<file path="config.mk">
export PLATFORM = sky130hd
export DESIGN_NAME = raid5_stripe_parity_engine_unit
export DESIGN_NICKNAME = d
export VERILOG_FILES = /design/src/rtl/r5sp_pkg.sv /design/src/rtl/raid5_stripe_parity_engine_unit.sv
export SDC_FILE = /design/constraint.sdc
export NUM_CORES = 1
export LEC_CHECK = 0
export BUFFER_PORTS_ARGS = -buffer_cell sky130_fd_sc_hd__clkbuf_2
export CAP_MARGIN = 10
export CORE_MARGIN = 10
export CORE_UTILIZATION = 54
export CTS_CLUSTER_DIAMETER = 200
export DETAILED_ROUTE_END_ITERATION = 8
export PLACE_DENSITY = 0.76
export SETUP_SLACK_MARGIN = 0.15
export SLEW_MARGIN = 15
export SYNTH_ARGS = -nofsm -noshare
export SYNTH_HDL_FRONTEND = slang
export SYNTH_SLANG_ARGS = --single-unit
</file>
<file path="constraint.sdc">
create_clock -name aclk -period 5 [get_ports aclk]
set_input_delay 0.75 -clock aclk [delete_from_list [all_inputs] [get_ports aclk]]
set_output_delay 0.75 -clock aclk [all_outputs]
set_load 0.01 [all_outputs]
</file>
<file path="src/rtl/r5sp_pkg.sv">
// raid-5 stripe parity engine: shared constants, codes and transaction types
// no dependencies; imported by raid5_stripe_parity_engine_unit
`timescale 1ns / 1ps

package r5sp_pkg;

    // array and datapath sizes
    localparam int MAX_DRIVES     = 16;
    localparam int ROW_BITS       = 16;
    localparam int WORD_BITS      = 32;
    localparam int DRIVE_BITS     = 4;
    localparam int COUNT_BITS     = 5;
    localparam int CFG_INDEX_BITS = 2;
    localparam int CFG_DATA_BITS  = 5;
    localparam int MIN_DRIVES     = 3;
    localparam logic [COUNT_BITS-1:0] DRIVE_COUNT_RESET = COUNT_BITS'(4);

    // configuration register indexes
    localparam logic [CFG_INDEX_BITS-1:0] CFG_DRIVE_COUNT = CFG_INDEX_BITS'(0);
    localparam logic [CFG_INDEX_BITS-1:0] CFG_LOST_DRIVE  = CFG_INDEX_BITS'(1);

    // input operation
    typedef enum logic {
        OP_ENCODE  = 1'b0,
        OP_RECOVER = 1'b1
    } op_t;

    // kind of emitted block
    typedef enum logic [1:0] {
        KIND_DATA      = 2'd0,
        KIND_PAD       = 2'd1,
        KIND_PARITY    = 2'd2,
        KIND_RECOVERED = 2'd3
    } kind_t;

    // emitter state: which result of the held item goes out next
    typedef enum logic [2:0] {
        JOB_IDLE,
        JOB_DATA,
        JOB_PAD,
        JOB_PARITY,
        JOB_RECOVER
    } job_state_t;

    typedef struct packed {
        op_t                   opcode;
        logic [WORD_BITS-1:0]  word;
        logic [DRIVE_BITS-1:0] source_drive;
        logic                  final_req;
    } in_item_t;

    typedef struct packed {
        logic [DRIVE_BITS-1:0] target_drive;
        logic [ROW_BITS-1:0]   stripe_row;
        logic [WORD_BITS-1:0]  block;
        kind_t                 kind;
        logic                  run_end;
    } out_item_t;

endpackage

</file>
<file path="src/rtl/raid5_stripe_parity_engine_unit.sv">
// raid-5 rotating parity engine: encode layout with parity, and single-drive rebuild
// depends on r5sp_pkg
`timescale 1ns / 1ps

// Usage
//   s_ channel: one transaction per data word (encode) or surviving block
//   (recover). m_ channel: emitted blocks, run_end marks the last block an
//   input caused. cfg_ channel: index 0 drive_count, index 1 lost_drive;
//   write only while idle. Writing drive_count restarts the encode layout.
//   An encode word yields its data block, then on a final word the zero pads
//   of the unused slots, then parity when the row is full or the word is final.
//   A recover block yields one rebuilt block when marked final, nothing otherwise.
//   An accepted item's first result passes the held-item register, then the
//   output register. Throughput: one item per cycle while each item causes
//   at most one result and the output is not stalled; an item causing more
//   results holds the input until its last result is loaded, as the emitter
//   drives one result per cycle into the output register while it is free.
//   Reset (aresetn low, synchronous): drive_count 4, lost_drive 0, row and
//   slot counters and accumulators cleared, output valid low.
//   Stall: when m_ready is low the output register holds its transaction
//   and s_ready drops once the pending item has a result waiting to leave.
module raid5_stripe_parity_engine_unit (
    input  logic                                aclk,
    input  logic                                aresetn,
    input  logic                                s_valid,
    output logic                                s_ready,
    input  r5sp_pkg::in_item_t                  s_payload,
    output logic                                m_valid,
    input  logic                                m_ready,
    output r5sp_pkg::out_item_t                 m_payload,
    input  logic                                cfg_valid,
    output logic                                cfg_ready,
    input  logic [r5sp_pkg::CFG_INDEX_BITS-1:0] cfg_index,
    input  logic [r5sp_pkg::CFG_DATA_BITS-1:0]  cfg_data
);
    import r5sp_pkg::*;

    // configuration and architectural state
    logic [COUNT_BITS-1:0] drive_count_reg, drive_count_next;
    logic [DRIVE_BITS-1:0] lost_drive_reg, lost_drive_next;
    logic [ROW_BITS-1:0]   row_reg, row_next;
    logic [DRIVE_BITS-1:0] slot_reg, slot_next;
    logic [DRIVE_BITS-1:0] pd_reg, pd_next;
    logic [WORD_BITS-1:0]  acc_reg, acc_next;
    logic [WORD_BITS-1:0]  racc_reg, racc_next;
    logic [ROW_BITS-1:0]   rrow_reg, rrow_next;

    // held item for the emitter
    job_state_t            job_state_reg, job_state_next;
    logic [WORD_BITS-1:0]  job_word_reg;
    logic [WORD_BITS-1:0]  job_acc_reg;
    logic [DRIVE_BITS-1:0] job_drive_reg;
    logic [ROW_BITS-1:0]   job_row_reg;
    logic [DRIVE_BITS-1:0] job_pd_reg;
    logic [DRIVE_BITS-1:0] job_slot_reg, job_slot_next;
    logic [DRIVE_BITS-1:0] job_end_reg;
    logic                  job_pad_reg;
    logic                  job_par_reg;

    // output register
    logic                  m_valid_reg, m_valid_next;
    out_item_t             m_payload_reg, m_payload_next;

    logic                  s_accept;
    logic                  cfg_accept;
    logic                  emit_load;
    logic                  res_last;
    out_item_t             res;

    logic [COUNT_BITS-1:0] n_active;
    logic [DRIVE_BITS-1:0] data_slots;
    logic [DRIVE_BITS-1:0] slot_cur;
    logic [DRIVE_BITS-1:0] slot_inc;
    logic [DRIVE_BITS-1:0] data_drive;
    logic [DRIVE_BITS-1:0] pd_inc;
    logic [DRIVE_BITS-1:0] pad_drive;
    logic [WORD_BITS-1:0]  acc_upd;
    logic [WORD_BITS-1:0]  racc_upd;
    logic                  enc_pad;
    logic                  enc_par;
    logic                  rec_hit;

    assign s_accept   = s_valid && s_ready;
    assign cfg_ready  = 1'b1;
    assign cfg_accept = cfg_valid && cfg_ready;
    assign m_valid    = m_valid_reg;
    assign m_payload  = m_payload_reg;

    // clamp drive count into the supported range
    always_comb begin
        if (drive_count_reg < COUNT_BITS'(MIN_DRIVES)) begin
            n_active = COUNT_BITS'(MIN_DRIVES);
        end else if (drive_count_reg > COUNT_BITS'(MAX_DRIVES)) begin
            n_active = COUNT_BITS'(MAX_DRIVES);
        end else begin
            n_active = drive_count_reg;
        end
        data_slots = DRIVE_BITS'(n_active - COUNT_BITS'(1));
    end

    // encode placement: skip the parity drive, detect row fill
    always_comb begin
        slot_cur   = (slot_reg >= data_slots) ? '0 : slot_reg;
        data_drive = (slot_cur < pd_reg) ? slot_cur : DRIVE_BITS'(slot_cur + 1'b1);
        slot_inc   = DRIVE_BITS'(slot_cur + 1'b1);
        acc_upd    = acc_reg ^ s_payload.word;
        enc_pad    = s_payload.final_req && (slot_inc < data_slots);
        enc_par    = s_payload.final_req || (slot_inc >= data_slots);
        if (COUNT_BITS'({1'b0, pd_reg}) + COUNT_BITS'(1) == n_active) begin
            pd_inc = '0;
        end else begin
            pd_inc = DRIVE_BITS'(pd_reg + 1'b1);
        end
    end

    // recover: fold in blocks from drives of the array other than the lost one
    always_comb begin
        rec_hit  = (COUNT_BITS'({1'b0, s_payload.source_drive}) < n_active)
                   && (s_payload.source_drive != lost_drive_reg);
        racc_upd = rec_hit ? (racc_reg ^ s_payload.word) : racc_reg;
    end

    // architectural state update on input and configuration transactions
    always_comb begin
        drive_count_next = drive_count_reg;
        lost_drive_next  = lost_drive_reg;
        row_next         = row_reg;
        slot_next        = slot_reg;
        pd_next          = pd_reg;
        acc_next         = acc_reg;
        racc_next        = racc_reg;
        rrow_next        = rrow_reg;
        if (s_accept) begin
            if (s_payload.opcode == OP_ENCODE) begin
                if (enc_par) begin
                    slot_next = '0;
                    acc_next  = '0;
                    row_next  = s_payload.final_req ? '0 : ROW_BITS'(row_reg + 1'b1);
                    // row counter wrapping to zero restarts the rotation at drive 0
                    pd_next   = (s_payload.final_req || (row_reg == '1)) ? '0 : pd_inc;
                end else begin
                    slot_next = slot_inc;
                    acc_next  = acc_upd;
                end
            end else begin
                if (s_payload.final_req) begin
                    racc_next = '0;
                    rrow_next = ROW_BITS'(rrow_reg + 1'b1);
                end else begin
                    racc_next = racc_upd;
                end
            end
        end
        if (cfg_accept) begin
            if (cfg_index == CFG_DRIVE_COUNT) begin
                drive_count_next = cfg_data[COUNT_BITS-1:0];
                row_next         = '0;
                slot_next        = '0;
                pd_next          = '0;
                acc_next         = '0;
            end else if (cfg_index == CFG_LOST_DRIVE) begin
                lost_drive_next = cfg_data[DRIVE_BITS-1:0];
            end
        end
    end

    // emitter next state
    always_comb begin
        job_state_next = job_state_reg;
        job_slot_next  = job_slot_reg;
        if (s_accept) begin
            job_slot_next = slot_inc;
            if (s_payload.opcode == OP_ENCODE) begin
                job_state_next = JOB_DATA;
            end else if (s_payload.final_req) begin
                job_state_next = JOB_RECOVER;
            end else begin
                job_state_next = JOB_IDLE;
            end
        end else if (emit_load) begin
            unique case (job_state_reg)
                JOB_DATA: begin
                    if (job_pad_reg) begin
                        job_state_next = JOB_PAD;
                    end else if (job_par_reg) begin
                        job_state_next = JOB_PARITY;
                    end else begin
                        job_state_next = JOB_IDLE;
                    end
                end
                JOB_PAD: begin
                    job_slot_next = DRIVE_BITS'(job_slot_reg + 1'b1);
                    if (DRIVE_BITS'(job_slot_reg + 1'b1) >= job_end_reg) begin
                        job_state_next = JOB_PARITY;
                    end
                end
                JOB_PARITY:  job_state_next = JOB_IDLE;
                JOB_RECOVER: job_state_next = JOB_IDLE;
                default:     job_state_next = JOB_IDLE;
            endcase
        end
    end

    // emitter outputs: the result presented to the output register
    always_comb begin
        pad_drive = (job_slot_reg < job_pd_reg) ? job_slot_reg
                                                : DRIVE_BITS'(job_slot_reg + 1'b1);
        res            = '0;
        res.stripe_row = job_row_reg;
        res_last       = 1'b0;
        unique case (job_state_reg)
            JOB_IDLE: begin
                res_last = 1'b0;
            end
            JOB_DATA: begin
                res.target_drive = job_drive_reg;
                res.block        = job_word_reg;
                res.kind         = KIND_DATA;
                res_last         = !job_pad_reg && !job_par_reg;
            end
            JOB_PAD: begin
                res.target_drive = pad_drive;
                res.block        = '0;
                res.kind         = KIND_PAD;
                res_last         = 1'b0;
            end
            JOB_PARITY: begin
                res.target_drive = job_pd_reg;
                res.block        = job_acc_reg;
                res.kind         = KIND_PARITY;
                res_last         = 1'b1;
            end
            JOB_RECOVER: begin
                res.target_drive = job_drive_reg;
                res.block        = job_word_reg;
                res.kind         = KIND_RECOVERED;
                res_last         = 1'b1;
            end
            default: begin
                res_last = 1'b0;
            end
        endcase
        res.run_end = res_last;
    end

    // handshake: the held item moves into the output register when it is free
    assign emit_load = (job_state_reg != JOB_IDLE) && (!m_valid_reg || m_ready);
    assign s_ready   = (job_state_reg == JOB_IDLE) || (emit_load && res_last);

    // output register next value
    always_comb begin
        m_valid_next   = m_valid_reg;
        m_payload_next = m_payload_reg;
        if (emit_load) begin
            m_valid_next   = 1'b1;
            m_payload_next = res;
        end else if (m_ready) begin
            m_valid_next = 1'b0;
        end
    end

    // control and state registers
    always_ff @(posedge aclk) begin
        if (!aresetn) begin
            drive_count_reg <= DRIVE_COUNT_RESET;
            lost_drive_reg  <= '0;
            row_reg         <= '0;
            slot_reg        <= '0;
            pd_reg          <= '0;
            acc_reg         <= '0;
            racc_reg        <= '0;
            rrow_reg        <= '0;
            job_state_reg   <= JOB_IDLE;
            m_valid_reg     <= 1'b0;
        end else begin
            drive_count_reg <= drive_count_next;
            lost_drive_reg  <= lost_drive_next;
            row_reg         <= row_next;
            slot_reg        <= slot_next;
            pd_reg          <= pd_next;
            acc_reg         <= acc_next;
            racc_reg        <= racc_next;
            rrow_reg        <= rrow_next;
            job_state_reg   <= job_state_next;
            m_valid_reg     <= m_valid_next;
        end
    end

    // payload registers of the held item and the output
    always_ff @(posedge aclk) begin
        job_slot_reg  <= job_slot_next;
        m_payload_reg <= m_payload_next;
        if (s_accept) begin
            job_acc_reg <= acc_upd;
            job_pd_reg  <= pd_reg;
            job_end_reg <= data_slots;
            job_pad_reg <= enc_pad;
            job_par_reg <= enc_par;
            if (s_payload.opcode == OP_ENCODE) begin
                job_word_reg  <= s_payload.word;
                job_drive_reg <= data_drive;
                job_row_reg   <= row_reg;
            end else begin
                job_word_reg  <= racc_upd;
                job_drive_reg <= lost_drive_reg;
                job_row_reg   <= rrow_reg;
            end
        end
    end

`ifndef SYNTHESIS
    // parity drive always lies inside the active array
    a_pd_in_range: assert property (@(posedge aclk) disable iff (!aresetn)
        COUNT_BITS'({1'b0, pd_reg}) < n_active)
        else $error("parity drive outside the array");

    // slot counter never reaches the data slot count
    a_slot_in_range: assert property (@(posedge aclk) disable iff (!aresetn)
        slot_reg < data_slots)
        else $error("slot counter past the row");

    // an output stall with a pending result blocks new input transactions
    a_stall_blocks: assert property (@(posedge aclk) disable iff (!aresetn)
        (m_valid_reg && !m_ready && job_state_reg != JOB_IDLE) |-> !s_ready)
        else $error("input taken while a result is stuck");

    // an encode transaction always starts with its data block
    a_encode_data: assert property (@(posedge aclk) disable iff (!aresetn)
        (s_accept && s_payload.opcode == OP_ENCODE) |=> job_state_reg == JOB_DATA)
        else $error("encode transaction did not start with data");
`endif

endmodule
</file>
==> implementation parameters <==
Parameter                              Value

Power and ir drop
  Cell Int Power ... 4.06 mW
  Share of power burned in the clock network ... 0.384
  Worst ir drop on vdd ... 0.250 mV
  Net Sw Power ... 1.43 mW
  Switching part of the total ... 0.261
  Sequential fraction of design power ... 0.477
  Power density over cell area ... 363 mW/mm²
  Static power due to leakage ... 5.69 nW
  Fraction of power consumed by combinational cells ... 0.139

Setup path
  Startpoint of the lowest-slack register-to-register path ... drive_count_reg[0]
  R2R cell count ... 22
  Crit-path most repeated cell ... ha_1
  Crit path max-delay family ... compound AO/OA/AOI/OAI gates
  Critical Path Start Type ... register
  Kind of capture point of the worst setup path ... register
  Worst EP required ... 5.50 ns
  Crit path launch ... drive_count_reg[0]
  Worst-case register-to-register setup slack ... 0.39 ns
  Worst path bufs/invs ... 4
  Worst reg2reg endpoint ... acc_reg[27]
  Slowest cell on the critical path ... dfxtp_1
  Worst Path Max Fanout ... 17
  Crit Path Class ... reg -> reg
  Arr. time, crit path ... 5.11 ns
  Peak per-stage delay on the critical path ... 0.35 ns
  Capture point of the worst path ... acc_reg[27]
  Number of cells on the critical path ... 22
  Series of cell instances along the critical path ... o21ba_2 > or2_2 > ha_1 > xnor2_2 > inv_1 > ha_1 > nand2_1 > o21a_1 > maj3_2 > nand2_2 > inv_1 > ha_4 > xnor2_2 > ha_1 > a21oi_2 > o21ai_2 > a21o_1 > a221oi_4 > inv_4 > buf_12 > o21ai_0 > a32o_1

Synthesis
  Post-synthesis share of cell area spent on and, or, nand and nor gates ... 0.166
  Number of distinct library cells after synthesis ... 74
  Prevailing post-synth register cell ... edfxtp_1
  Number of flops mapped to enable cells by yosys ... 153
  Yosys top cell area share ... 0.345
  Synth Register Bits ... 270
  Synthesized Nets ... 1331
  Average footprint of a synthesized cell ... 10.6 µm²
  Commonest cells post-synth ... edfxtp_1 (153), dfxtp_1 (117), clkbuf_1 (98)
  Most area-hungry cell type in the Yosys netlist ... edfxtp_1
  Top post-synthesis cells by area ... edfxtp_1 (34%), dfxtp_1 (18%), o21ai_0 (3.0%), clkbuf_1 (2.8%), and4_1 (2.7%)
  Synthesized-area fraction occupied by xor and xnor cells ... 0.0345
  Proportion of synthesized chip area in sequential cells ... 0.520
  Adder-Cell Fraction of Synth Area ... 0.0250
  Multiplexer area fraction after synthesis ... 0.0399
  Most repeated cell in the gate-level netlist after synthesis ... edfxtp_1
  Synthesized netlist cell count ... 1256
  Combinational family with the most area after synthesis ... compound AO/OA/AOI/OAI gates
  Area of the mapped netlist ... 0.0133 mm²
  Compound-Gate Fraction of Synth Area ... 0.172
  Number of synthesis warnings ... 0
  Share of async-settable or async-resettable flops after synthesis ... 0

Floorplan
  Core Footprint ... 0.0243 mm²
  Num ports ... 108
  Die Y-Extent ... 177 µm
  Total die area ... 0.0314 mm²
  Number of placement rows ... 57
  Starting Density ... 0.548
  Die width ... 177 µm

Timing
  Hold Fails Final Rpt ... 0
  Headroom to the max-slew limit ... 0.225
  Final number of max-transition violations ... 0
  Post-layout min period ... 4.61 ns
  Unrepaired setup endpoints after global routing ... false
  Final WS setup ... 0.389 ns
  Measured slew at the worst slew-check pin ... 1.16 ns
  Final setup violation count ... 0
  Setup TNS after final layout ... 0 ns
  Maximum clock frequency ... 217 MHz
  Final cycle utilization of the critical path ... 0.922
  Worst clock skew ... 0.0243 ns

GRT
  Pin count of the biggest net entering global routing ... 89
  Antenna violations before repair ... 0
  First-pass GRT wire length ... 51.5 mm
  Overall Global Routing Usage ... 0.198
  Via count of the first global-routing pass ... 9603
  Aggregate global routing overflow ... 0

Clocking
  CTS Sinks ... 270
  Worst-case clock buffer depth ... 3
  Clock insertion delay at the later pin of the skew report ... 0.56 ns
  Total of hold buffers inserted after clock tree synthesis ... 0
  CTS tree ... done
  Maximum level of the CTS H-tree ... 1
  Clock edge transition at the registers on the reported setup and hold paths ... 0.06 ns
  Root cell of the clock tree ... clkbuf_16
  Total clock buffers created by CTS ... 28

Cells and area
  Post-Layout Inst Area ... 0.0151 mm²
  Flip-flop count of the largest register, all copies and words added ... 55
  Proportion of layout cells with a drive suffix above 1 ... 0.181
  Post-Layout Cell Count ... 1649
  Number of nets in the layout ... 1378
  Layout-stage area growth over the synthesis result ... 13.5%
  Antenna diode count ... 0

Run status
  Status ... finished clean

Detailed routing
  Count of vias placed by the detailed router ... 10100
  Average wire per cell in the routed design ... 19.6 µm
  Vias per cell ... 6.15
  DRC violations left ... 0
  1st-pass router iterations ... 5
  DRC marker count from the first detailed-route iteration ... 871
  Residual antenna-violating net count after detailed routing ... 0
  WL final ... 32.4 mm

Placement
  Port Buffers ... 106
  Number of instances in the placed design ... 1592
  Post-Place Cell Area ... 0.0140 mm²
  Global placement routability congestion ... 0.878
  Hpwl dp ... 20.1 mm
  Post-Place Setup Slack ... -0.0331 ns

Hold path
  Worst min-delay path class ... reg -> reg

Flow run
  Number of maximum-capacitance violations ... 0
## power by group through the flow
| stage | clock, mW | combinational, mW | sequential (mW) |
|---|---|---|---|
| after floorplan | 0 | 0.479 | 2.67 |
| after global placement | 0 | 0.708 | 2.66 |
| after detailed placement | 0 | 0.731 | 2.66 |
| after CTS | 2.14 | 0.737 | 2.62 |
| after global routing | 2.22 | 0.841 | 2.63 |
| final | 2.11 | 0.762 | 2.62 |
## worst min-delay path by stage
stage	start	end	slack, ns	depth (start not counted)
6_report	job_row_reg[12]	m_payload[47]	0.42	0
5_1_grt	job_row_reg[15]	m_payload[50]	0.42	0
4_1_cts	job_row_reg[12]	m_payload[47]	0.42	0
3_5_place_dp	job_row_reg[5]	m_payload[40]	0.41	0
3_3_place_gp	job_row_reg[4]	m_payload[39]	0.40	0
2_1_floorplan	job_row_reg[0]	m_payload[35]	0.40	0
## timing repair
item / 4_1_cts / 5_1_grt
endpoints found under the setup margin: 33 / 56
resized for setup: 1 / 34
setup buffers: 1 / 2
endpoints found under the hold margin: 0 / 0
pin swaps: 3 / 2
cloned: 0 / 2
## stage by stage
step,hold WS [ns],total power [mW],utilization
6_report,0.421,5.48,0.622
5_1_grt,0.425,5.69,0.622
4_1_cts,0.423,5.49,0.616
3_5_place_dp,0.406,3.39,0.578
3_3_place_gp,0.401,3.36,0.578
2_1_floorplan,0.400,3.15,-
## cell usage in the layout (no fill, tap or decap), types with 22 or more instances in the layout
| cell type | instances |
|---|---|
| a21oi_1 | 47 |
| a22o_1 | 33 |
| a32o_1 | 33 |
| a41oi_1 | 32 |
| and4_1 | 41 |
| buf_4 | 24 |
| clkbuf_16 | 31 |
| clkbuf_2 | 105 |
| dfxtp_1 | 117 |
| edfxtp_1 | 153 |
| ha_1 | 24 |
| mux2i_1 | 34 |
| nand2_1 | 93 |
| nand3_1 | 28 |
| nor2_1 | 48 |
| nor3_1 | 41 |
| nor3b_1 | 33 |
| o21ai_0 | 58 |
| o21ai_1 | 22 |
| o31ai_1 | 39 |
| xor2_1 | 37 |
## kinds of logic (layout without fill, tap and decap cells)
family / count (synthesis) / in the layout
XOR/XNOR: 51 / 51
adder cells (fa/ha/maj): 27 / 27
flip-flops: 270 / 270
AND/OR/NAND/NOR: 395 / 395
multiplexers: 51 / 51
AO/OA/AOI/OAI: 321 / 321
other: 1 / 1
buffers and inverters: 140 / 209
## per-layer routing
| layer | global-route usage | wire (µm) |
|---|---|---|
| met1 | 0.280 | 14700 |
| met2 | 0.308 | 14600 |
| met3 | 0.0356 | 2530 |
| met4 | 0.0515 | 558 |
| met5 | 0 | 0 |
## area by class of cell
class,count,area [µm²]
Inverter,23,91.3
Timing Repair Buffer,134,801
Multi-Input combinational cell,846,5950
Fill cell,1953,9200
Sequential cell,270,6940
Clock inverter,7,113
Clock buffer,45,826
Tap cell,324,405
No activity file was read; power rests on OpenSTA's default activity.
